File: src/rtl/core/ursm_pkg.sv
// Package for the echo ranging scheduler with median filter.
// Holds payload structs, codes, widths and reset values shared by the modules and the bench.
// No dependencies.
`default_nettype none

package ursm_pkg;

  // Field widths.
  localparam int PULSE_W    = 16;
  localparam int WIDTH_W    = 17;
  localparam int DIST_W     = 14;
  localparam int TICK_W     = 8;
  localparam int STATUS_W   = 2;
  localparam int CFG_IDX_W  = 3;
  localparam int CFG_DATA_W = 16;

  // Conversion to millimetres: (p * 10 + 29) / 58. The division is a multiply by
  // ceil(2^25 / 58) followed by a shift, exact for every dividend below 2^20.
  localparam int MM_BIAS     = 29;
  localparam int MM_DIVISOR  = 58;
  localparam int DIVIDEND_W  = 20;
  localparam int RECIP_W     = 20;
  localparam int PROD_W      = DIVIDEND_W + RECIP_W;
  localparam int MM_SHIFT    = 25;
  localparam logic [RECIP_W-1:0] MM_RECIP = 20'd578525;

  // Default filter depth.
  localparam int WINDOW_SIZE_DEF = 5;

  // Register reset values.
  localparam logic [TICK_W-1:0]  TRIGGER_INTERVAL_RST = 8'd6;
  localparam logic [TICK_W-1:0]  ECHO_TIMEOUT_RST     = 8'd3;
  localparam logic [PULSE_W-1:0] MIN_PULSE_RST        = 16'd116;
  localparam logic [PULSE_W-1:0] MAX_PULSE_RST        = 16'd26100;
  localparam logic [PULSE_W-1:0] COUNTER_PERIOD_RST   = 16'd65535;
  localparam logic [TICK_W-1:0]  TICK_SAT             = 8'd255;

  // Register indexes.
  localparam logic [CFG_IDX_W-1:0] CFG_TRIGGER_INTERVAL = 3'd0;
  localparam logic [CFG_IDX_W-1:0] CFG_ECHO_TIMEOUT     = 3'd1;
  localparam logic [CFG_IDX_W-1:0] CFG_MIN_PULSE        = 3'd2;
  localparam logic [CFG_IDX_W-1:0] CFG_MAX_PULSE        = 3'd3;
  localparam logic [CFG_IDX_W-1:0] CFG_COUNTER_PERIOD   = 3'd4;

  // Item kinds.
  localparam logic OP_TICK    = 1'b0;
  localparam logic OP_CAPTURE = 1'b1;

  // Status codes.
  localparam logic [STATUS_W-1:0] ST_WAITING = 2'd0;
  localparam logic [STATUS_W-1:0] ST_VALID   = 2'd1;
  localparam logic [STATUS_W-1:0] ST_RANGE   = 2'd2;
  localparam logic [STATUS_W-1:0] ST_TIMEOUT = 2'd3;

  // Measurement phase.
  typedef enum logic [1:0] {
    PH_IDLE = 2'd0,
    PH_WAIT = 2'd1,
    PH_CAPT = 2'd2
  } phase_t;

  // Sequencer of the long (filtering) path.
  typedef enum logic [1:0] {
    SQ_READY = 2'd0,
    SQ_DIV   = 2'd1,
    SQ_MED   = 2'd2,
    SQ_DONE  = 2'd3
  } seq_state_t;

  // Channel payloads.
  typedef struct packed {
    logic               opcode;
    logic [PULSE_W-1:0] rise_count;
    logic [PULSE_W-1:0] fall_count;
  } in_item_t;

  typedef struct packed {
    logic                trigger_now;
    logic                result_new;
    logic [DIST_W-1:0]   distance_out;
    logic [STATUS_W-1:0] status_out;
  } out_item_t;

  typedef struct packed {
    logic [CFG_IDX_W-1:0]  reg_index;
    logic [CFG_DATA_W-1:0] wdata;
  } cfg_item_t;

  // Divider request and response.
  typedef struct packed {
    logic                  start;
    logic [DIVIDEND_W-1:0] dividend;
  } div_req_t;

  typedef struct packed {
    logic              done;
    logic [DIST_W-1:0] quotient;
  } div_rsp_t;

  // Median filter request and response.
  typedef struct packed {
    logic              push;
    logic [DIST_W-1:0] value;
  } med_req_t;

  typedef struct packed {
    logic              done;
    logic [DIST_W-1:0] median;
  } med_rsp_t;

endpackage

`default_nettype wire

File: src/rtl/core/ursm_chan_if.sv
// Valid/ready channel interface carrying one payload of a given type.
// Used for the input, result and configuration channels; no dependencies.
`default_nettype none

interface ursm_chan_if #(
  parameter type T = logic
) ();
  logic valid;
  logic ready;
  T     payload;

  modport source (output valid, output payload, input ready);
  modport sink   (input valid, input payload, output ready);
endinterface

`default_nettype wire

File: src/rtl/core/ursm_div58.sv
// Division by the constant 58 through a reciprocal multiply; the dividend and then the quotient are registered.
// Depends on ursm_pkg for widths, the reciprocal and the request/response structs.
`default_nettype none

module ursm_div58 (
  input  wire logic               clk,
  input  wire logic               rst_n,
  input  wire ursm_pkg::div_req_t req,
  output ursm_pkg::div_rsp_t      rsp
);

  logic [ursm_pkg::DIVIDEND_W-1:0] dvd_r;
  logic [ursm_pkg::DIST_W-1:0]     quo_r;
  logic                            mul_r;
  logic                            done_r;
  logic [ursm_pkg::PROD_W-1:0]     prod;

  // Fixed-point product; the quotient starts at the shift position.
  assign prod = ursm_pkg::PROD_W'(dvd_r) * ursm_pkg::PROD_W'(ursm_pkg::MM_RECIP);

  // Control flags: dividend captured, then quotient ready in the cycle after.
  always_ff @(posedge clk) begin
    if (!rst_n) begin
      mul_r  <= 1'b0;
      done_r <= 1'b0;
    end else begin
      mul_r  <= req.start;
      done_r <= mul_r;
    end
  end

  // Datapath: register the dividend, then the shifted product.
  always_ff @(posedge clk) begin
    if (req.start) begin
      dvd_r <= req.dividend;
    end
    if (mul_r) begin
      quo_r <= prod[ursm_pkg::MM_SHIFT +: ursm_pkg::DIST_W];
    end
  end

  assign rsp.done     = done_r;
  assign rsp.quotient = quo_r;

endmodule

`default_nettype wire

File: src/rtl/core/ursm_median.sv
// Running median window: stores the latest distances and finds the upper
// median by a rank sweep, one candidate per cycle. Depends on ursm_pkg.
`default_nettype none

module ursm_median #(
  parameter int WINDOW_SIZE = ursm_pkg::WINDOW_SIZE_DEF
) (
  input  wire logic               clk,
  input  wire logic               rst_n,
  input  wire ursm_pkg::med_req_t req,
  output ursm_pkg::med_rsp_t      rsp
);

  localparam int IW = (WINDOW_SIZE > 1) ? $clog2(WINDOW_SIZE) : 1;
  localparam int CW = $clog2(WINDOW_SIZE + 1);

  logic [ursm_pkg::DIST_W-1:0] win_r [WINDOW_SIZE];
  logic [IW-1:0]               slot_r;
  logic [CW-1:0]               fill_r;
  logic [IW-1:0]               k_r;
  logic                        busy_r;
  logic                        done_r;
  logic [ursm_pkg::DIST_W-1:0] median_r;
  logic [ursm_pkg::DIST_W-1:0] cand;
  logic [CW-1:0]               rank;
  logic                        hit;

  // Rank of the candidate in a stable sort of the held values.
  assign cand = win_r[k_r];

  always_comb begin
    rank = '0;
    for (int j = 0; j < WINDOW_SIZE; j++) begin
      if ((CW'(j) < fill_r) &&
          ((win_r[j] < cand) || ((IW'(j) < k_r) && (win_r[j] == cand)))) begin
        rank = rank + CW'(1);
      end
    end
  end

  assign hit = (rank == (fill_r >> 1));

  // Window store, written at the rolling slot.
  always_ff @(posedge clk) begin
    if (req.push) begin
      win_r[slot_r] <= req.value;
    end
  end

  // Slot, fill count and sweep control.
  always_ff @(posedge clk) begin
    if (!rst_n) begin
      slot_r <= '0;
      fill_r <= '0;
      k_r    <= '0;
      busy_r <= 1'b0;
      done_r <= 1'b0;
    end else begin
      done_r <= 1'b0;
      if (req.push) begin
        slot_r <= (slot_r == IW'(WINDOW_SIZE - 1)) ? '0 : slot_r + IW'(1);
        if (fill_r != CW'(WINDOW_SIZE)) begin
          fill_r <= fill_r + CW'(1);
        end
        k_r    <= '0;
        busy_r <= 1'b1;
      end else if (busy_r) begin
        if (hit) begin
          busy_r <= 1'b0;
          done_r <= 1'b1;
        end else begin
          k_r <= k_r + IW'(1);
        end
      end
    end
  end

  // Captured median value.
  always_ff @(posedge clk) begin
    if (busy_r && hit) begin
      median_r <= cand;
    end
  end

  assign rsp.done   = done_r;
  assign rsp.median = median_r;

endmodule

`default_nettype wire

File: src/rtl/core/ultrasonic_range_scheduler_median.sv
// Echo ranging scheduler with a running median of accepted distances.
// A result is offered in the cycle after its input transfer, except for a tick that closes
// an in-range capture, which waits for the reciprocal divide, the median sweep (0 to n-1
// rank steps, n = values held) and the final hand-over; it blocks input until then.
// Throughput: one item per cycle for plain items while the result register is not stalled.
// Reset (synchronous, active low) restores register defaults and clears the filter.
`default_nettype none

module ultrasonic_range_scheduler_median #(
  parameter int WINDOW_SIZE = ursm_pkg::WINDOW_SIZE_DEF
) (
  input  wire logic  clk,
  input  wire logic  rst_n,
  ursm_chan_if.sink   in_if,
  ursm_chan_if.source out_if,
  ursm_chan_if.sink   cfg_if
);

  // Configuration registers.
  logic [ursm_pkg::TICK_W-1:0]  trig_int_r;
  logic [ursm_pkg::TICK_W-1:0]  echo_to_r;
  logic [ursm_pkg::PULSE_W-1:0] min_pulse_r;
  logic [ursm_pkg::PULSE_W-1:0] max_pulse_r;
  logic [ursm_pkg::PULSE_W-1:0] period_r;

  // Measurement state.
  ursm_pkg::phase_t               phase_r, phase_nxt;
  logic [ursm_pkg::WIDTH_W-1:0]   pulse_w_r, pulse_w_nxt;
  logic [ursm_pkg::TICK_W-1:0]    idle_ticks_r, idle_ticks_nxt;
  logic [ursm_pkg::TICK_W-1:0]    wait_ticks_r, wait_ticks_nxt;
  logic [ursm_pkg::DIST_W-1:0]    last_dist_r;
  logic [ursm_pkg::STATUS_W-1:0]  last_status_r, last_status_nxt;

  // Sequencer and result register.
  ursm_pkg::seq_state_t seq_r, seq_nxt;
  logic                 out_valid_r;
  ursm_pkg::out_item_t  out_item_r;

  logic                 in_fire;
  logic                 out_free;
  logic                 in_ready;
  logic                 load_long;
  logic                 item_trig;
  logic                 item_fresh;
  logic                 item_long;
  ursm_pkg::in_item_t   item;
  ursm_pkg::div_req_t   div_req;
  ursm_pkg::div_rsp_t   div_rsp;
  ursm_pkg::med_req_t   med_req;
  ursm_pkg::med_rsp_t   med_rsp;

  assign item     = in_if.payload;
  assign out_free = !out_valid_r || out_if.ready;
  assign in_fire  = in_if.valid && in_ready;

  // Configuration writes; an unknown index is dropped.
  assign cfg_if.ready = 1'b1;

  always_ff @(posedge clk) begin
    if (!rst_n) begin
      trig_int_r  <= ursm_pkg::TRIGGER_INTERVAL_RST;
      echo_to_r   <= ursm_pkg::ECHO_TIMEOUT_RST;
      min_pulse_r <= ursm_pkg::MIN_PULSE_RST;
      max_pulse_r <= ursm_pkg::MAX_PULSE_RST;
      period_r    <= ursm_pkg::COUNTER_PERIOD_RST;
    end else if (cfg_if.valid) begin
      case (cfg_if.payload.reg_index)
        ursm_pkg::CFG_TRIGGER_INTERVAL:
          trig_int_r <= cfg_if.payload.wdata[ursm_pkg::TICK_W-1:0];
        ursm_pkg::CFG_ECHO_TIMEOUT:
          echo_to_r <= cfg_if.payload.wdata[ursm_pkg::TICK_W-1:0];
        ursm_pkg::CFG_MIN_PULSE:      min_pulse_r <= cfg_if.payload.wdata;
        ursm_pkg::CFG_MAX_PULSE:      max_pulse_r <= cfg_if.payload.wdata;
        ursm_pkg::CFG_COUNTER_PERIOD: period_r    <= cfg_if.payload.wdata;
        default: ;
      endcase
    end
  end

  // Item evaluation: next measurement state and the immediate result.
  always_comb begin
    phase_nxt       = phase_r;
    pulse_w_nxt     = pulse_w_r;
    idle_ticks_nxt  = idle_ticks_r;
    wait_ticks_nxt  = wait_ticks_r;
    last_status_nxt = last_status_r;
    item_trig       = 1'b0;
    item_fresh      = 1'b0;
    item_long       = 1'b0;
    if (item.opcode == ursm_pkg::OP_CAPTURE) begin
      // A capture only counts while waiting for the echo.
      if (phase_r == ursm_pkg::PH_WAIT) begin
        if (item.rise_count >= item.fall_count) begin
          pulse_w_nxt = {1'b0, item.rise_count} - {1'b0, item.fall_count};
        end else begin
          pulse_w_nxt = {1'b0, item.rise_count} + {1'b0, period_r}
                      + ursm_pkg::WIDTH_W'(1) - {1'b0, item.fall_count};
        end
        phase_nxt = ursm_pkg::PH_CAPT;
      end
    end else begin
      case (phase_r)
        ursm_pkg::PH_CAPT: begin
          if ((pulse_w_r < {1'b0, min_pulse_r}) || (pulse_w_r > {1'b0, max_pulse_r})) begin
            last_status_nxt = ursm_pkg::ST_RANGE;
            item_fresh      = 1'b1;
          end else begin
            last_status_nxt = ursm_pkg::ST_VALID;
            item_long       = 1'b1;
          end
          idle_ticks_nxt = '0;
          phase_nxt      = ursm_pkg::PH_IDLE;
        end
        ursm_pkg::PH_WAIT: begin
          if (wait_ticks_r != ursm_pkg::TICK_SAT) begin
            wait_ticks_nxt = wait_ticks_r + ursm_pkg::TICK_W'(1);
          end
          if (wait_ticks_nxt >= echo_to_r) begin
            last_status_nxt = ursm_pkg::ST_TIMEOUT;
            item_fresh      = 1'b1;
            idle_ticks_nxt  = '0;
            phase_nxt       = ursm_pkg::PH_IDLE;
          end
        end
        default: begin
          if (idle_ticks_r < trig_int_r) begin
            idle_ticks_nxt = idle_ticks_r + ursm_pkg::TICK_W'(1);
          end
          if (idle_ticks_nxt >= trig_int_r) begin
            wait_ticks_nxt = '0;
            phase_nxt      = ursm_pkg::PH_WAIT;
            item_trig      = 1'b1;
          end
        end
      endcase
    end
  end

  // Measurement state registers.
  always_ff @(posedge clk) begin
    if (!rst_n) begin
      phase_r       <= ursm_pkg::PH_IDLE;
      pulse_w_r     <= '0;
      idle_ticks_r  <= ursm_pkg::TRIGGER_INTERVAL_RST;
      wait_ticks_r  <= '0;
      last_status_r <= ursm_pkg::ST_WAITING;
    end else if (in_fire) begin
      phase_r       <= phase_nxt;
      pulse_w_r     <= pulse_w_nxt;
      idle_ticks_r  <= idle_ticks_nxt;
      wait_ticks_r  <= wait_ticks_nxt;
      last_status_r <= last_status_nxt;
    end
  end

  // Sequencer: next state.
  always_comb begin
    seq_nxt = seq_r;
    case (seq_r)
      ursm_pkg::SQ_READY: if (in_fire && item_long) seq_nxt = ursm_pkg::SQ_DIV;
      ursm_pkg::SQ_DIV:   if (div_rsp.done)         seq_nxt = ursm_pkg::SQ_MED;
      ursm_pkg::SQ_MED:   if (med_rsp.done)         seq_nxt = ursm_pkg::SQ_DONE;
      ursm_pkg::SQ_DONE:  if (out_free)             seq_nxt = ursm_pkg::SQ_READY;
      default:            seq_nxt = ursm_pkg::SQ_READY;
    endcase
  end

  always_ff @(posedge clk) begin
    if (!rst_n) begin
      seq_r <= ursm_pkg::SQ_READY;
    end else begin
      seq_r <= seq_nxt;
    end
  end

  // Sequencer: outputs.
  always_comb begin
    in_ready         = 1'b0;
    load_long        = 1'b0;
    div_req.start    = 1'b0;
    med_req.push     = 1'b0;
    // Dividend p * 10 + 29; an accepted width never exceeds 16 bits.
    div_req.dividend =
        ursm_pkg::DIVIDEND_W'({pulse_w_r[ursm_pkg::PULSE_W-1:0], 3'b000})
      + ursm_pkg::DIVIDEND_W'({pulse_w_r[ursm_pkg::PULSE_W-1:0], 1'b0})
      + ursm_pkg::DIVIDEND_W'(ursm_pkg::MM_BIAS);
    med_req.value    = div_rsp.quotient;
    case (seq_r)
      ursm_pkg::SQ_READY: begin
        in_ready      = out_free;
        div_req.start = in_if.valid && out_free && item_long;
      end
      ursm_pkg::SQ_DIV:  med_req.push = div_rsp.done;
      ursm_pkg::SQ_DONE: load_long    = out_free;
      default: ;
    endcase
  end

  assign in_if.ready = in_ready;

  ursm_div58 u_div (
    .clk   (clk),
    .rst_n (rst_n),
    .req   (div_req),
    .rsp   (div_rsp)
  );

  ursm_median #(
    .WINDOW_SIZE (WINDOW_SIZE)
  ) u_median (
    .clk   (clk),
    .rst_n (rst_n),
    .req   (med_req),
    .rsp   (med_rsp)
  );

  // Latest published distance.
  always_ff @(posedge clk) begin
    if (!rst_n) begin
      last_dist_r <= '0;
    end else if (load_long) begin
      last_dist_r <= med_rsp.median;
    end
  end

  // Result register.
  always_ff @(posedge clk) begin
    if (!rst_n) begin
      out_valid_r <= 1'b0;
    end else if ((in_fire && !item_long) || load_long) begin
      out_valid_r <= 1'b1;
    end else if (out_if.ready) begin
      out_valid_r <= 1'b0;
    end
  end

  always_ff @(posedge clk) begin
    if (load_long) begin
      out_item_r.trigger_now  <= 1'b0;
      out_item_r.result_new   <= 1'b1;
      out_item_r.distance_out <= med_rsp.median;
      out_item_r.status_out   <= ursm_pkg::ST_VALID;
    end else if (in_fire && !item_long) begin
      out_item_r.trigger_now  <= item_trig;
      out_item_r.result_new   <= item_fresh;
      out_item_r.distance_out <= last_dist_r;
      out_item_r.status_out   <= last_status_nxt;
    end
  end

  assign out_if.valid   = out_valid_r;
  assign out_if.payload = out_item_r;

endmodule

`default_nettype wire

File: src/flat_wrapper.sv
// flat-port wrapper written by rule: the top's interface ports become plain ports
module ultrasonic_range_scheduler_median_flat import ursm_pkg::*;
#(
  parameter int WINDOW_SIZE = ursm_pkg::WINDOW_SIZE_DEF
)
  (clk, rst_n, in_if_valid, in_if_payload, in_if_ready, out_if_valid, out_if_payload, out_if_ready, cfg_if_valid, cfg_if_payload, cfg_if_ready);
  ursm_chan_if #(.T(in_item_t)) in_if_i ();
  ursm_chan_if #(.T(out_item_t)) out_if_i ();
  ursm_chan_if #(.T(cfg_item_t)) cfg_if_i ();
  input  wire logic clk;
  input  wire logic rst_n;
  input wire logic [$bits(in_if_i.valid)-1:0] in_if_valid;
  input wire logic [$bits(in_if_i.payload)-1:0] in_if_payload;
  output wire logic [$bits(in_if_i.ready)-1:0] in_if_ready;
  output wire logic [$bits(out_if_i.valid)-1:0] out_if_valid;
  output wire logic [$bits(out_if_i.payload)-1:0] out_if_payload;
  input wire logic [$bits(out_if_i.ready)-1:0] out_if_ready;
  input wire logic [$bits(cfg_if_i.valid)-1:0] cfg_if_valid;
  input wire logic [$bits(cfg_if_i.payload)-1:0] cfg_if_payload;
  output wire logic [$bits(cfg_if_i.ready)-1:0] cfg_if_ready;
  assign in_if_i.valid = in_if_valid;
  assign in_if_i.payload = in_if_payload;
  assign in_if_ready = in_if_i.ready;
  assign out_if_valid = out_if_i.valid;
  assign out_if_payload = out_if_i.payload;
  assign out_if_i.ready = out_if_ready;
  assign cfg_if_i.valid = cfg_if_valid;
  assign cfg_if_i.payload = cfg_if_payload;
  assign cfg_if_ready = cfg_if_i.ready;
  ultrasonic_range_scheduler_median #(.WINDOW_SIZE(WINDOW_SIZE)) u_core (.clk(clk), .rst_n(rst_n), .in_if(in_if_i), .out_if(out_if_i), .cfg_if(cfg_if_i));
endmodule
File: config.mk
export PLATFORM = sky130hd
export DESIGN_NAME = ultrasonic_range_scheduler_median_flat
export DESIGN_NICKNAME = d
export VERILOG_FILES = /design/src/rtl/core/ursm_pkg.sv /design/src/rtl/core/ursm_chan_if.sv /design/src/rtl/core/ursm_div58.sv /design/src/rtl/core/ursm_median.sv /design/src/rtl/core/ultrasonic_range_scheduler_median.sv /design/src/flat_wrapper.sv
export SDC_FILE = /design/constraint.sdc
export NUM_CORES = 1
export LEC_CHECK = 0
export BUFFER_PORTS_ARGS = -buffer_cell sky130_fd_sc_hd__buf_2
export CORE_MARGIN = 2
export CORE_UTILIZATION = 60
export CTS_CLUSTER_SIZE = 25
export DETAILED_ROUTE_END_ITERATION = 12
export HOLD_SLACK_MARGIN = 0.08
export PLACE_DENSITY = 0.77
export REMOVE_ABC_BUFFERS = 1
export SLEW_MARGIN = 20
export SYNTH_ARGS = -nofsm -noshare
export SYNTH_HDL_FRONTEND = slang
export SYNTH_HIERARCHICAL = 1
export SYNTH_SLANG_ARGS = --single-unit
File: constraint.sdc
create_clock -name clk -period 22.2 [get_ports clk]
set_clock_uncertainty 0.1 [all_clocks]
set_input_delay 2.22 -clock clk [delete_from_list [all_inputs] [get_ports clk]]
set_output_delay 2.22 -clock clk [all_outputs]
set_load 0.01 [all_outputs]
Word-level counts from Yosys, hierarchy flattened

Memories as Yosys holds them, arrays and structs flattened. A register that Yosys moved wholly into a read port is not among the register bits.
Cells that the tools add are included.

Multipliers: 1
Equal/unequal tests: 25
Magnitude comparators: 21
Muxes and demuxes: 57
Reductions and logical operators: 47
Bitwise logic cells: 5
Add/subtract/negate cells: 15

Operators by type and width:

| kind                                                 | count |
|---|---|
| == test 14 bit                                       | 5 |
| < comparator 14 bit                                  | 5 |
| 2-to-1 mux 8 bit                                     | 8 |
| multiplier 20 x 20 -> 39 bit (second input constant) | 1 |
| 2-to-1 mux 16 bit                                    | 2 |
| case mux 8 bit (2 select lines)                      | 2 |
| 2-to-1 mux 1 bit                                     | 22 |
| 2-to-1 mux 2 bit                                     | 11 |
| adder 3 x 1 -> 3 bit (second input constant)         | 7 |
| 2-to-1 mux 3 bit                                     | 7 |
| adder 19 x 17 -> 20 bit                              | 1 |
| adder 20 x 5 -> 20 bit (second input constant)       | 1 |
| adder 16 x 16 -> 17 bit                              | 1 |
| adder 17 x 1 -> 17 bit (second input constant)       | 1 |
| greater-than comparator 17 x 16 -> 1 bit             | 1 |
| < comparator 17 x 16 -> 1 bit                        | 1 |
| 2-to-1 mux 17 bit                                    | 1 |
| subtractor 16 x 16 -> 17 bit                         | 1 |
| subtractor 17 x 16 -> 17 bit                         | 1 |
| adder 8 x 1 -> 8 bit (second input constant)         | 2 |
| greater-or-equal comparator 16 bit                   | 1 |
| greater-or-equal comparator 8 bit                    | 2 |
| logical AND 1 bit                                    | 16 |
| AND reduction 2 bit                                  | 7 |
| 28 further kinds                                     | 64 |

Logic and storage cells: 199
Bits in writable memories: 70
Memories: 1
Output and inout port bits: 21
Bits of input ports: 57
Register bits after elaboration: 197

Memory list:

| memory                | depth | width | rd ports | clocked after memory_dff | wr ports | line              | text |
|---|---|---|---|---|---|---|---|
| u_core.u_median.win_r | 5     | 14    | 6        | 1                        | 1        | ursm_median.sv:17 | `logic [ursm_pkg::DIST_W-1:0] win_r [WINDOW_SIZE];` |

Depth between registers and ports, before layout

Gate-level depths: netlist of run 1.
An unclocked memory read counts as a cell.

Word-level depth: 19
Gate-level depth with buffers: 33
Gate-level depth less buffers: 31

Cells and area by module

The synthesis of run 1 kept the hierarchy.

By module, submodules not included:

| module                            | area each (um^2) | instances | cells each | seq. area each (um^2) |
|---|---|---|---|---|
| ultrasonic_range_scheduler_median | 10017.1          | 1         | 1248       | 2862.7 |
| ursm_div58                        | 8829.7           | 1         | 851        | 1061.0 |
| ursm_median                       | 7328.3           | 1         | 504        | 4063.9 |

Worst setup path after synthesis of run 1

OpenSTA, ideal clock, no wires.

Path type: register to register
Start point: register with a tool-made name
End point: register u_core/u_median/median_r[0] (netlist bit), enable pin
Stages on the path, launching flop included: 32
Slack: 15.143 ns
Period minus slack after synthesis: 7.057 ns
Required time: 21.731 ns
Data arrival time: 6.588 ns
Path buffers: 2
Library setup time: 0.369 ns
Cells stage by stage: dfxtp_1 -> clkbuf_1 -> buf_1 -> mux4_2 -> mux2i_1 -> ha_1 -> a21o_1 -> a221o_1 -> a21o_1 -> a21oi_1 -> nor2b_1 -> o21ai_0 -> o211ai_1 -> o41ai_1 -> o31ai_1 -> ha_1 -> nor2_1 -> nand4_1 -> o32a_1 -> and2_1 -> inv_1 -> ha_1 -> nand2_1 -> nand2_1 -> ha_1 -> o211ai_1 -> a211oi_1 -> a21oi_2 -> xor3_1 -> o211ai_2 -> o41ai_1 -> and3_1

RTL lines:

| item                 | line              | text |
|---|---|---|
| to (signal assigned) | ursm_median.sv:81 | `median_r <= cand;` |
| to (decl)            | ursm_median.sv:23 | `logic [ursm_pkg::DIST_W-1:0] median_r;` |

==> impl_metrics.py, run 1 <==
metrics = {
    "global_route": {
        "overflow": 0,
        "grt_max_degree": 64,
        "gr-usage-all-layers_pct": 28.1,
        "grt_pass1_wl_mm": 101,
        "antenna_found_initial": 0,
        "grt_pass1_vias": 19700,
    },
    "floorplan": {
        "die_y_um": 213,
        "core_um2": 43100,
        "ios": 78,
        "chipWidth_um": 213,
        "die_area_um2": 45300,
        "initial_core_util_pct": 60.8,
        "rows": 76,
    },
    "drt": {
        "routedWlPerCell_um": 18.8,
        "ant_nets": 0,
        "drc": 0,
        "num_vias": 19300,
        "drt_pre_antenna_iters": 5,
        "viasPerCell": 5.88,
        "drt_iter0_markers": 1507,
        "routed_wl_mm": 61.6,
    },
    "sta": {
        "final-max-slew-violation-count": 0,
        "rsz0062_at_grt": "no",
        "fin_crit_sh_pct": 33.1,
        "fin_setup_tns_ns": 0,
        "hold_viol_final": 0,
        "fmax_ghz": 0.136,
        "fin_crit_ns": 7.34,
        "holdWs_ns": 0.350,
        "worst_pin_slew_ns": 1.07,
        "finalSetupViolations": 0,
        "max_slew_margin_pct": 28.7,
    },
    "final_layout": {
        "syn_to_final_growth_pct": 7.97,
        "layout-drive-gt1-share_pct": 7.95,
        "fin_cells": 3278,
        "fillerInstances": 3321,
        "fin_nets": 3299,
        "final_util_pct": 65.6,
        "insertedDiodeCount": 0,
    },
    "yosys": {
        "async_flop_share_pct": 0,
        "syn_inst": 2603,
        "seq_area_frac_synth_pct": 30.5,
        "syn_avg_cell_area_um2": 10.1,
        "ys_warn_count": 6,
        "ys_seq_elements": 312,
        "ys.flop_type": "edfxtp_1",
        "synth_edf_count": 174,
        "synth_cell_type_count": 101,
        "netlist_area_um2": 26200,
    },
    "critical_path": {
        "crit_fanout": 28,
        "cp-end-kind": "register",
        "critPathLaunchType": "register",
        "cpMostUsedCell": "ha_1",
        "critPathSlowestCell": "and3_1",
        "worstSetupPathType": "reg2reg",
        "worstPathRequired_ns": 22.25,
        "arrival_ns": 7.40,
        "cp_slowest_stage_delay_ns": 0.59,
    },
    "cts": {
        "cts_setup_buffers": 0,
        "h-tree-depth": 2,
        "cts_buffer_depth": 3,
        "cts_tree": "yes",
        "clk_pin_slew_ns": 0.06,
        "cts.sinks": 312,
        "numCtsBuffers": 36,
        "worst_skew_pair.late_latency_ns": 0.54,
        "cts_resized": 0,
        "cts_hold_buf": 0,
        "cts_root_buf": "clkbuf_16",
    },
    "job": {
        "max_cap_viol_count": 0,
    },
    "run_status": {
        "status": "finished, final reports clean",
    },
    "placement": {
        "place_congestion": 0.944,
        "io_buffers": 76,
        "hpwl_mm": 49.6,
        "numPlacedInstances": 3214,
    },
    "power_and_ir_drop": {
        "leakage_nw": 12.9,
        "peakVddDrop_mv": 0.0492,
        "p_per_area_nw_per_um2": 49.0,
    },
    "hold_path": {
        "worstHoldPathType": "reg2reg",
    },
}
-- critical path, delay by kind of cell, from the launching register on --
| family | cells | cell delay [ns] |
|---|---|---|
| muxes | 2 | 1.08 |
| adders and majority gates | 4 | 1.12 |
| buffers and inverters | 2 | 0.50 |
| DFF | 1 | 0.31 |
| and+or+nand+nor | 7 | 1.15 |
| AOI/OAI and AO/OA | 14 | 2.38 |
| xor gates and xnor gates | 1 | 0.30 |
-- Yosys cell counts (all sizes together) (33+ instances only) --
library cell	count	share of area [%]
a211oi	33	0.98
a21o	42	1.2
a21oi	167	3.2
clkbuf	48	0.69
dfxtp	138	11
edfxtp	174	20
fa	178	14
ha	397	19
inv	464	6.7
nand2	211	3.0
nand3	51	0.98
nor2	86	1.2
nor3	33	0.65
o211ai	44	1.3
o21ai	91	1.7
xnor2	43	1.4
-- metal layers --
metal	up-vias	routed length [µm]	track usage, %
li1	9190	-	-
met3	97	3620	3.93
met4	0	1530	7.96
met2	584	29300	46.3
met1	9412	27200	38.8
met5	-	0	0
-- power by group --
| group | switching [mW] | leakage, nW | internal [mW] | total [mW] |
|---|---|---|---|---|
| clock network | 0.234 | 0.549 | 0.325 | 0.559 |
| registers | 0.00513 | 2.71 | 0.614 | 0.619 |
| logic | 0.124 | 9.60 | 0.0812 | 0.205 |
-- per-stage QoR --
step	power, mW	instance area (µm²)	setup slack (ns)
detailed placement	0.832	27100	14.91
global placement	0.825	27100	15.10
finish	1.38	28300	14.86
CTS	1.39	28300	14.82
floorplan	0.776	25900	15.08
global route	1.44	28300	14.17
-- area by class of cell --
class	count	area, µm²	share of cell area, %
clock inverters	18	119	0.421
repair buffers	89	478	1.69
inverters	466	1750	6.19
well taps	585	732	2.59
clock buffers	46	1010	3.58
multi-input cells	1762	16200	57.3
flip-flops and latches	312	7990	28.3
-- final timing paths --
path | from | end | slack [ns] | depth (start not counted)
min | u_core/min_pulse_r[0] | u_core/min_pulse_r[0] | 0.35 | 2
min reg2reg | u_core/min_pulse_r[0] | u_core/min_pulse_r[0] | 0.35 | 2
max | register | u_core/u_median/median_r[12] | 14.86 | 30
max reg2reg | register | u_core/u_median/median_r[12] | 14.86 | 30
-- cells by family after synthesis --
kind of cell | count (synthesis) | share of synthesized area [%]
xor+xnor | 64 | 2.23
buf+inv | 530 | 7.77
compound gates | 538 | 13.7
mux | 51 | 3.30
fa+ha+maj | 575 | 32.6
simple gates | 532 | 9.83
other cells | 1 | 0.0143
flops | 312 | 30.5
-- placed cells by master (no fill, tap or decap), types with 7 or more instances in the layout --
| cell type | netlist | layout |
|---|---|---|
| a211o_1 | 8 | 8 |
| a211oi_1 | 31 | 31 |
| a21o_1 | 41 | 41 |
| a21oi_1 | 166 | 166 |
| a22o_1 | 14 | 14 |
| a31oi_1 | 10 | 10 |
| a41oi_1 | 7 | 7 |
| and2_1 | 15 | 15 |
| and3_1 | 22 | 22 |
| buf_2 | 5 | 76 |
| buf_4 | 4 | 13 |
| clkbuf_16 | 0 | 38 |
| clkinv_1 | 2 | 7 |
| dfxtp_1 | 138 | 137 |
| edfxtp_1 | 174 | 174 |
| fa_1 | 178 | 178 |
| ha_1 | 397 | 397 |
| inv_1 | 462 | 462 |
| mux2i_1 | 20 | 20 |
| mux4_2 | 28 | 28 |
| nand2_1 | 210 | 210 |
| nand2b_1 | 17 | 17 |
| nand3_1 | 51 | 51 |
| nand4_1 | 26 | 26 |
| nor2_1 | 85 | 83 |
| nor2b_1 | 17 | 17 |
| nor3_1 | 32 | 29 |
| o211ai_1 | 43 | 43 |
| o21a_1 | 26 | 26 |
| o21ai_0 | 84 | 84 |
| o21ai_1 | 7 | 7 |
| o21bai_1 | 7 | 7 |
| o31ai_1 | 14 | 14 |
| or3_1 | 12 | 12 |
| xnor2_1 | 43 | 43 |
| xor2_1 | 19 | 19 |
-- flip-flops by register name, indices dropped and copies added, names as in the netlist, 8 cells and up, named ones only --
name and flops:
u_core/echo_to_r 8, u_core/idle_ticks_r 8, u_core/last_dist_r 14, u_core/max_pulse_r 16
u_core/min_pulse_r 16, u_core/out_if.payload 18, u_core/period_r 16, u_core/pulse_w_r 17
u_core/trig_int_r 8, u_core/u_div/dvd_r 20, u_core/u_div/quo_r 14, u_core/u_median/median_r 14
u_core/u_median/win_r 112, u_core/wait_ticks_r 8
Power figures use the tool's default switching activity.
==> run 2, diff against run 1 <==
--- a/config.mk
+++ b/config.mk
@@ -7,11 +7,11 @@
 export LEC_CHECK = 0
 export BUFFER_PORTS_ARGS = -buffer_cell sky130_fd_sc_hd__buf_2
 export CORE_MARGIN = 2
-export CORE_UTILIZATION = 60
+export CORE_UTILIZATION = 58
 export CTS_CLUSTER_SIZE = 25
 export DETAILED_ROUTE_END_ITERATION = 12
 export HOLD_SLACK_MARGIN = 0.08
-export PLACE_DENSITY = 0.77
+export PLACE_DENSITY = 0.78
 export REMOVE_ABC_BUFFERS = 1
 export SLEW_MARGIN = 20
 export SYNTH_ARGS = -nofsm -noshare
==> constraint.sdc (replaced) <==
create_clock -name clk -period 6.1 [get_ports clk]
set_clock_uncertainty 0.1 [all_clocks]
set_input_delay 0.61 -clock clk [delete_from_list [all_inputs] [get_ports clk]]
set_output_delay 0.61 -clock clk [all_outputs]
set_load 0.01 [all_outputs]
==> impl_metrics.py, run 2 (same netlist as run 1, synthesis figures left out) <==
metrics = {
    "final_layout": {
        "final_util_pct": 67.0,
        "final_common_cell": "inv_1",
        "fin_nets": 3407,
        "fin_cells": 3393,
        "layout-drive-gt1-share_pct": 15.1,
        "regMostFlops": "u_core/u_median/win_r",
        "mostFrequentLayoutCells": "inv_1, ha_1, nand2_1, fa_1, edfxtp_1",
        "largest_reg_flops": 112,
        "syn_to_final_growth_pct": 13.7,
        "fillerInstances": 3359,
        "insertedDiodeCount": 0,
    },
    "sta": {
        "fin_crit_sh_pct": 101,
        "rsz0062_at_grt": "yes",
        "fin_setup_tns_ns": -0.763,
        "finalSetupViolations": 16,
        "final-max-slew-violation-count": 0,
        "hold_viol_final": 0,
        "fmax_ghz": 0.162,
        "fin_crit_ns": 6.16,
        "holdWs_ns": 0.226,
        "setup_ws_ns": -0.0643,
        "worst_pin_slew_ns": 1.09,
        "max_slew_margin_pct": 27.6,
    },
    "hold_path": {
        "hold_path_end": "u_core/max_pulse_r[9]",
        "min_from": "cfg_if_payload[9]",
        "hold_depth": 3,
        "worstHoldPathType": "in2reg",
    },
    "floorplan": {
        "initial_core_util_pct": 58.9,
        "die_y_um": 216,
        "rows": 77,
        "chipWidth_um": 216,
        "die_area_um2": 46800,
        "core_um2": 44400,
        "ios": 78,
    },
    "cts": {
        "clk_pin_slew_ns": 0.06,
        "cts_hold_buf": 0,
        "numCtsBuffers": 36,
        "cts.sinks": 312,
        "h-tree-depth": 2,
        "cts_root_buf": "clkbuf_16",
        "cts_buffer_depth": 3,
        "worst_skew_pair.late_latency_ns": 0.56,
        "cts_tree": "yes",
    },
    "critical_path": {
        "critPathLaunchType": "register",
        "r2r-end": "u_core/u_median/median_r[10]",
        "cp-end-kind": "register",
        "critPathSlowestCell": "mux4_2",
        "worstSetupPathType": "reg2reg",
        "crit_fanout": 7,
        "arrival_ns": 6.34,
        "cp_slowest_stage_delay_ns": 0.52,
        "worstPathRequired_ns": 6.28,
        "critPathTopFamily": "compound AO/OA/AOI/OAI gates",
        "r2r_setup_slack_ns": -0.06,
        "path_buf_inv": 4,
        "worst_r2r_path_depth": 31,
    },
    "drt": {
        "num_vias": 19900,
        "drt_pre_antenna_iters": 6,
        "routed_wl_mm": 65.8,
        "drc": 0,
        "routedWlPerCell_um": 19.4,
        "ant_nets": 0,
        "drt_iter0_markers": 1347,
        "viasPerCell": 5.85,
    },
    "power_and_ir_drop": {
        "p_total_mw": 5.19,
        "netSwitchingPower_mw": 1.42,
        "p_seq_share_pct": 43.4,
        "p_per_area_nw_per_um2": 174,
        "p_comb_share_pct": 15.6,
        "clockPowerShare_pct": 41.0,
        "internal_power_mw": 3.77,
        "leakage_nw": 13.4,
        "peakVddDrop_mv": 0.172,
        "p_sw_share_pct": 27.3,
    },
    "placement": {
        "hpwl_mm": 51.9,
        "io_buffers": 76,
        "place_congestion": 1.04,
        "numPlacedInstances": 3309,
    },
    "global_route": {
        "overflow": 0,
        "antenna_found_initial": 0,
        "grt_pass1_vias": 20600,
        "grt_pass1_wl_mm": 105,
        "gr-usage-all-layers_pct": 28.2,
        "grt_max_degree": 64,
    },
    "run_status": {
        "status": "complete, but fails checks",
        "violations": "negative setup slack",
    },
    "job": {
        "max_cap_viol_count": 0,
    },
}
## run 2: cell count changes in the layout (fill, tap and decap cells not counted), sizes merged
cell,change
clkinv,+6
inv,-3
clkbuf,-2
clkinvlp,-1
bufinv,+1
buf,+107
## run 2: per-stage QoR
stage / setup WS (ns) / area [µm²]
global placement: -0.0510 / 27800
CTS: -0.0117 / 29200
detailed placement: -0.176 / 27800
global route: -0.333 / 29800
finish: -0.0643 / 29800
floorplan: -1.02 / 25900
## run 2: worst max path at each step
stage / slack, ns / cells after the start / to / startpoint
5_1_grt: -0.33 / 32 / u_core/u_median/k_r[0] / register
4_1_cts: -0.01 / 23 / u_core/u_div/quo_r[11] / u_core/u_div/dvd_r[14]
3_5_place_dp: -0.18 / 22 / u_core/u_div/quo_r[10] / u_core/u_div/dvd_r[12]
2_1_floorplan: -1.02 / 29 / u_core/u_median/median_r[0] / register
3_3_place_gp: -0.05 / 22 / u_core/u_div/quo_r[10] / u_core/u_div/dvd_r[12]
6_report: -0.06 / 31 / u_core/u_median/median_r[10] / register
## run 2: worst reg2reg max path, delay by kind of cell, from the launching register on
kind            cells  cell delay (ns)
simple gates        8             0.96
mux                 2             0.72
xor+xnor            1             0.14
fa+ha+maj           4             0.98
flops               1             0.36
compound gates     12             2.13
buf+inv             4             0.51
## run 2: layer usage
| metal | global-route usage [%] | share of wire, % | up-vias |
|---|---|---|---|
| li1 | - | - | 9413 |
| met1 | 37.0 | 43 | 9753 |
| met2 | 48.0 | 49 | 564 |
| met3 | 4.44 | 5.3 | 122 |
| met4 | 9.06 | 2.9 | 0 |
| met5 | 0 | 0 | - |
## run 2: layout make-up
class	instances	area, µm²	share of cell area (%)
flip-flops and latches	312	7990	26.8
well taps	592	741	2.49
clock buffers	43	980	3.29
multi-input cells	1762	16800	56.3
repair buffers	197	1370	4.59
clock inverters	21	176	0.593
inverters	466	1750	5.88
## run 2: timing repair
| action | CTS | global route |
|---|---|---|
| setup endpoints to repair | 34 | 36 |
| hold endpoints to repair | 0 | 0 |
| gates cloned | 0 | 1 |
| pin swaps | 25 | 59 |
| resized for setup | 28 | 92 |
| buffers inserted | 7 | 12 |
## run 2: power groups by stage
stage | clock network [mW] | registers [mW] | logic (mW)
2_1_floorplan | 0 | 2.30 | 0.526
3_3_place_gp | 0 | 2.30 | 0.724
3_5_place_dp | 0 | 2.30 | 0.746
4_1_cts | 2.15 | 2.25 | 0.754
5_1_grt | 2.24 | 2.25 | 0.901
6_report | 2.13 | 2.25 | 0.811
==> run 3, diff against run 2 <==
--- a/config.mk
+++ b/config.mk
@@ -8,11 +8,13 @@
 export BUFFER_PORTS_ARGS = -buffer_cell sky130_fd_sc_hd__buf_2
 export CORE_MARGIN = 2
 export CORE_UTILIZATION = 58
+export CTS_BUF_LIST = sky130_fd_sc_hd__clkbuf_4 sky130_fd_sc_hd__clkbuf_8 sky130_fd_sc_hd__clkbuf_16
 export CTS_CLUSTER_SIZE = 25
 export DETAILED_ROUTE_END_ITERATION = 12
 export HOLD_SLACK_MARGIN = 0.08
 export PLACE_DENSITY = 0.78
 export REMOVE_ABC_BUFFERS = 1
+export SKIP_LAST_GASP = 1
 export SLEW_MARGIN = 20
 export SYNTH_ARGS = -nofsm -noshare
 export SYNTH_HDL_FRONTEND = slang
==> impl_metrics.py, run 3 (same netlist as run 1, synthesis figures left out) <==
metrics = {
    "run_status": {
        "status": "complete, but fails checks",
        "violations": "negative setup slack",
    },
    "critical_path": {
        "cp_slowest_stage_delay_ns": 0.52,
        "worstSetupPathType": "reg2reg",
        "arrival_ns": 6.47,
        "crit_cells": 31,
        "crit_fanout": 7,
        "critPathSlowestCell": "mux4_2",
        "critPathLaunchType": "register",
        "critPathTopFamily": "compound AO/OA/AOI/OAI gates",
        "worstPathRequired_ns": 6.28,
        "path_buf_inv": 4,
        "r2r_setup_slack_ns": -0.19,
        "setup.worst_path.end": "u_core/u_median/median_r[6]",
        "cp-end-kind": "register",
        "r2r-end": "u_core/u_median/median_r[6]",
        "worst_r2r_path_depth": 31,
    },
    "sta": {
        "final-max-slew-violation-count": 0,
        "hold_viol_final": 0,
        "fin_crit_ns": 6.29,
        "fin_crit_sh_pct": 103,
        "fin_setup_tns_ns": -3.13,
        "finalSetupViolations": 21,
        "worst_pin_slew_ns": 1.07,
        "max_slew_margin_pct": 28.7,
        "fmax_ghz": 0.159,
        "rsz0062_at_grt": "yes",
        "setup_ws_ns": -0.194,
    },
    "global_route": {
        "grt_max_degree": 64,
        "gr-usage-all-layers_pct": 28.3,
        "antenna_found_initial": 0,
        "grt_pass1_vias": 20600,
        "overflow": 0,
        "grt_pass1_wl_mm": 105,
    },
    "cts": {
        "cts_hold_buf": 0,
        "cts.sinks": 312,
        "clk_pin_slew_ns": 0.06,
        "numCtsBuffers": 36,
        "worst_skew_pair.late_latency_ns": 0.56,
        "cts_tree": "yes",
        "h-tree-depth": 2,
        "cts_root_buf": "clkbuf_16",
        "cts_buffer_depth": 3,
    },
    "drt": {
        "drc": 0,
        "drt_iter0_markers": 1246,
        "routedWlPerCell_um": 19.5,
        "drt_pre_antenna_iters": 6,
        "num_vias": 20000,
        "ant_nets": 0,
        "routed_wl_mm": 66.5,
        "viasPerCell": 5.87,
    },
    "floorplan": {
        "chipWidth_um": 216,
        "initial_core_util_pct": 58.9,
        "die_y_um": 216,
        "core_um2": 44400,
        "rows": 77,
        "ios": 78,
        "die_area_um2": 46800,
    },
    "job": {
        "max_cap_viol_count": 0,
    },
    "final_layout": {
        "final_common_cell": "inv_1",
        "fin_cells": 3402,
        "largest_reg_flops": 112,
        "fin_nets": 3416,
        "layout-drive-gt1-share_pct": 15.8,
        "fillerInstances": 3326,
        "insertedDiodeCount": 0,
        "syn_to_final_growth_pct": 14.2,
        "stdcell_area_um2": 29900,
        "final_util_pct": 67.3,
        "regMostFlops": "u_core/u_median/win_r",
        "mostFrequentLayoutCells": "inv_1, ha_1, nand2_1, edfxtp_1, fa_1",
    },
    "power_and_ir_drop": {
        "leakage_nw": 13.5,
        "p_per_area_nw_per_um2": 174,
        "peakVddDrop_mv": 0.189,
    },
    "placement": {
        "numPlacedInstances": 3309,
        "place_congestion": 1.04,
        "io_buffers": 76,
        "hpwl_mm": 51.9,
        "placed_area_um2": 27800,
    },
    "hold_path": {
        "worstHoldPathType": "in2reg",
        "min_from": "cfg_if_payload[9]",
    },
}
-- run 3: changes by cell type in the layout (fill, tap and decap cells not counted), sizes merged --
cell / change
buf: +9
-- run 3: area by class of cell --
| type | instances | area (µm²) | area share, % |
|---|---|---|---|
| Multi-Input combinational cell | 1762 | 16800 | 56.2 |
| Sequential cell | 312 | 7990 | 26.7 |
| Inverter | 466 | 1750 | 5.86 |
| Timing Repair Buffer | 206 | 1440 | 4.81 |
| Clock buffer | 43 | 995 | 3.33 |
| Tap cell | 592 | 741 | 2.48 |
| Clock inverter | 21 | 176 | 0.590 |
-- run 3: report_power, final --
part,internal [mW],switching [mW],total [mW]
clock network,1.22,0.919,2.14
logic,0.330,0.481,0.811
registers,2.23,0.0185,2.25
total,3.79,1.42,5.21
-- run 3: worst min-delay path, cell delays in order --
cell and delay [ns]:
buf_2 0.12, nand2_1 0.05, a21oi_1 0.05
-- run 3: per-stage QoR --
step                      power, mW  setup slack (ns)  hold WS [ns]
after floorplan                2.82             -1.02         0.332
after global placement         3.02           -0.0510         0.337
after detailed placement       3.04            -0.176         0.345
after CTS                      5.18           -0.0117         0.210
after global routing           5.42            -0.383         0.235
final                          5.21            -0.194         0.231
-- run 3: routing by layer --
metal | vias up | wire, µm | track usage [%]
met3 | 126 | 3650 | 4.35
met4 | 0 | 1920 | 8.81
met5 | - | 0 | 0
met1 | 9822 | 28700 | 37.1
met2 | 617 | 32200 | 48.5
li1 | 9418 | - | -
-- run 3: worst min-delay path by stage --
stage	endpoint	slack, ns	depth (start not counted)
4_1_cts	u_core/max_pulse_r[9]	0.21	3
6_report	u_core/max_pulse_r[9]	0.23	3
5_1_grt	u_core/min_pulse_r[10]	0.24	3
3_5_place_dp	u_core/min_pulse_r[0]	0.35	2
3_3_place_gp	u_core/min_pulse_r[0]	0.34	2
2_1_floorplan	u_core/min_pulse_r[0]	0.33	2
-- run 3: repair_timing --
| item | in CTS | in global routing |
|---|---|---|
| gates cloned | 0 | 1 |
| pin swaps | 25 | 64 |
| resized for setup | 33 | 101 |
| endpoints found under the hold margin | 0 | 0 |
| setup endpoints to repair | 34 | 36 |
| buffers inserted | 13 | 15 |
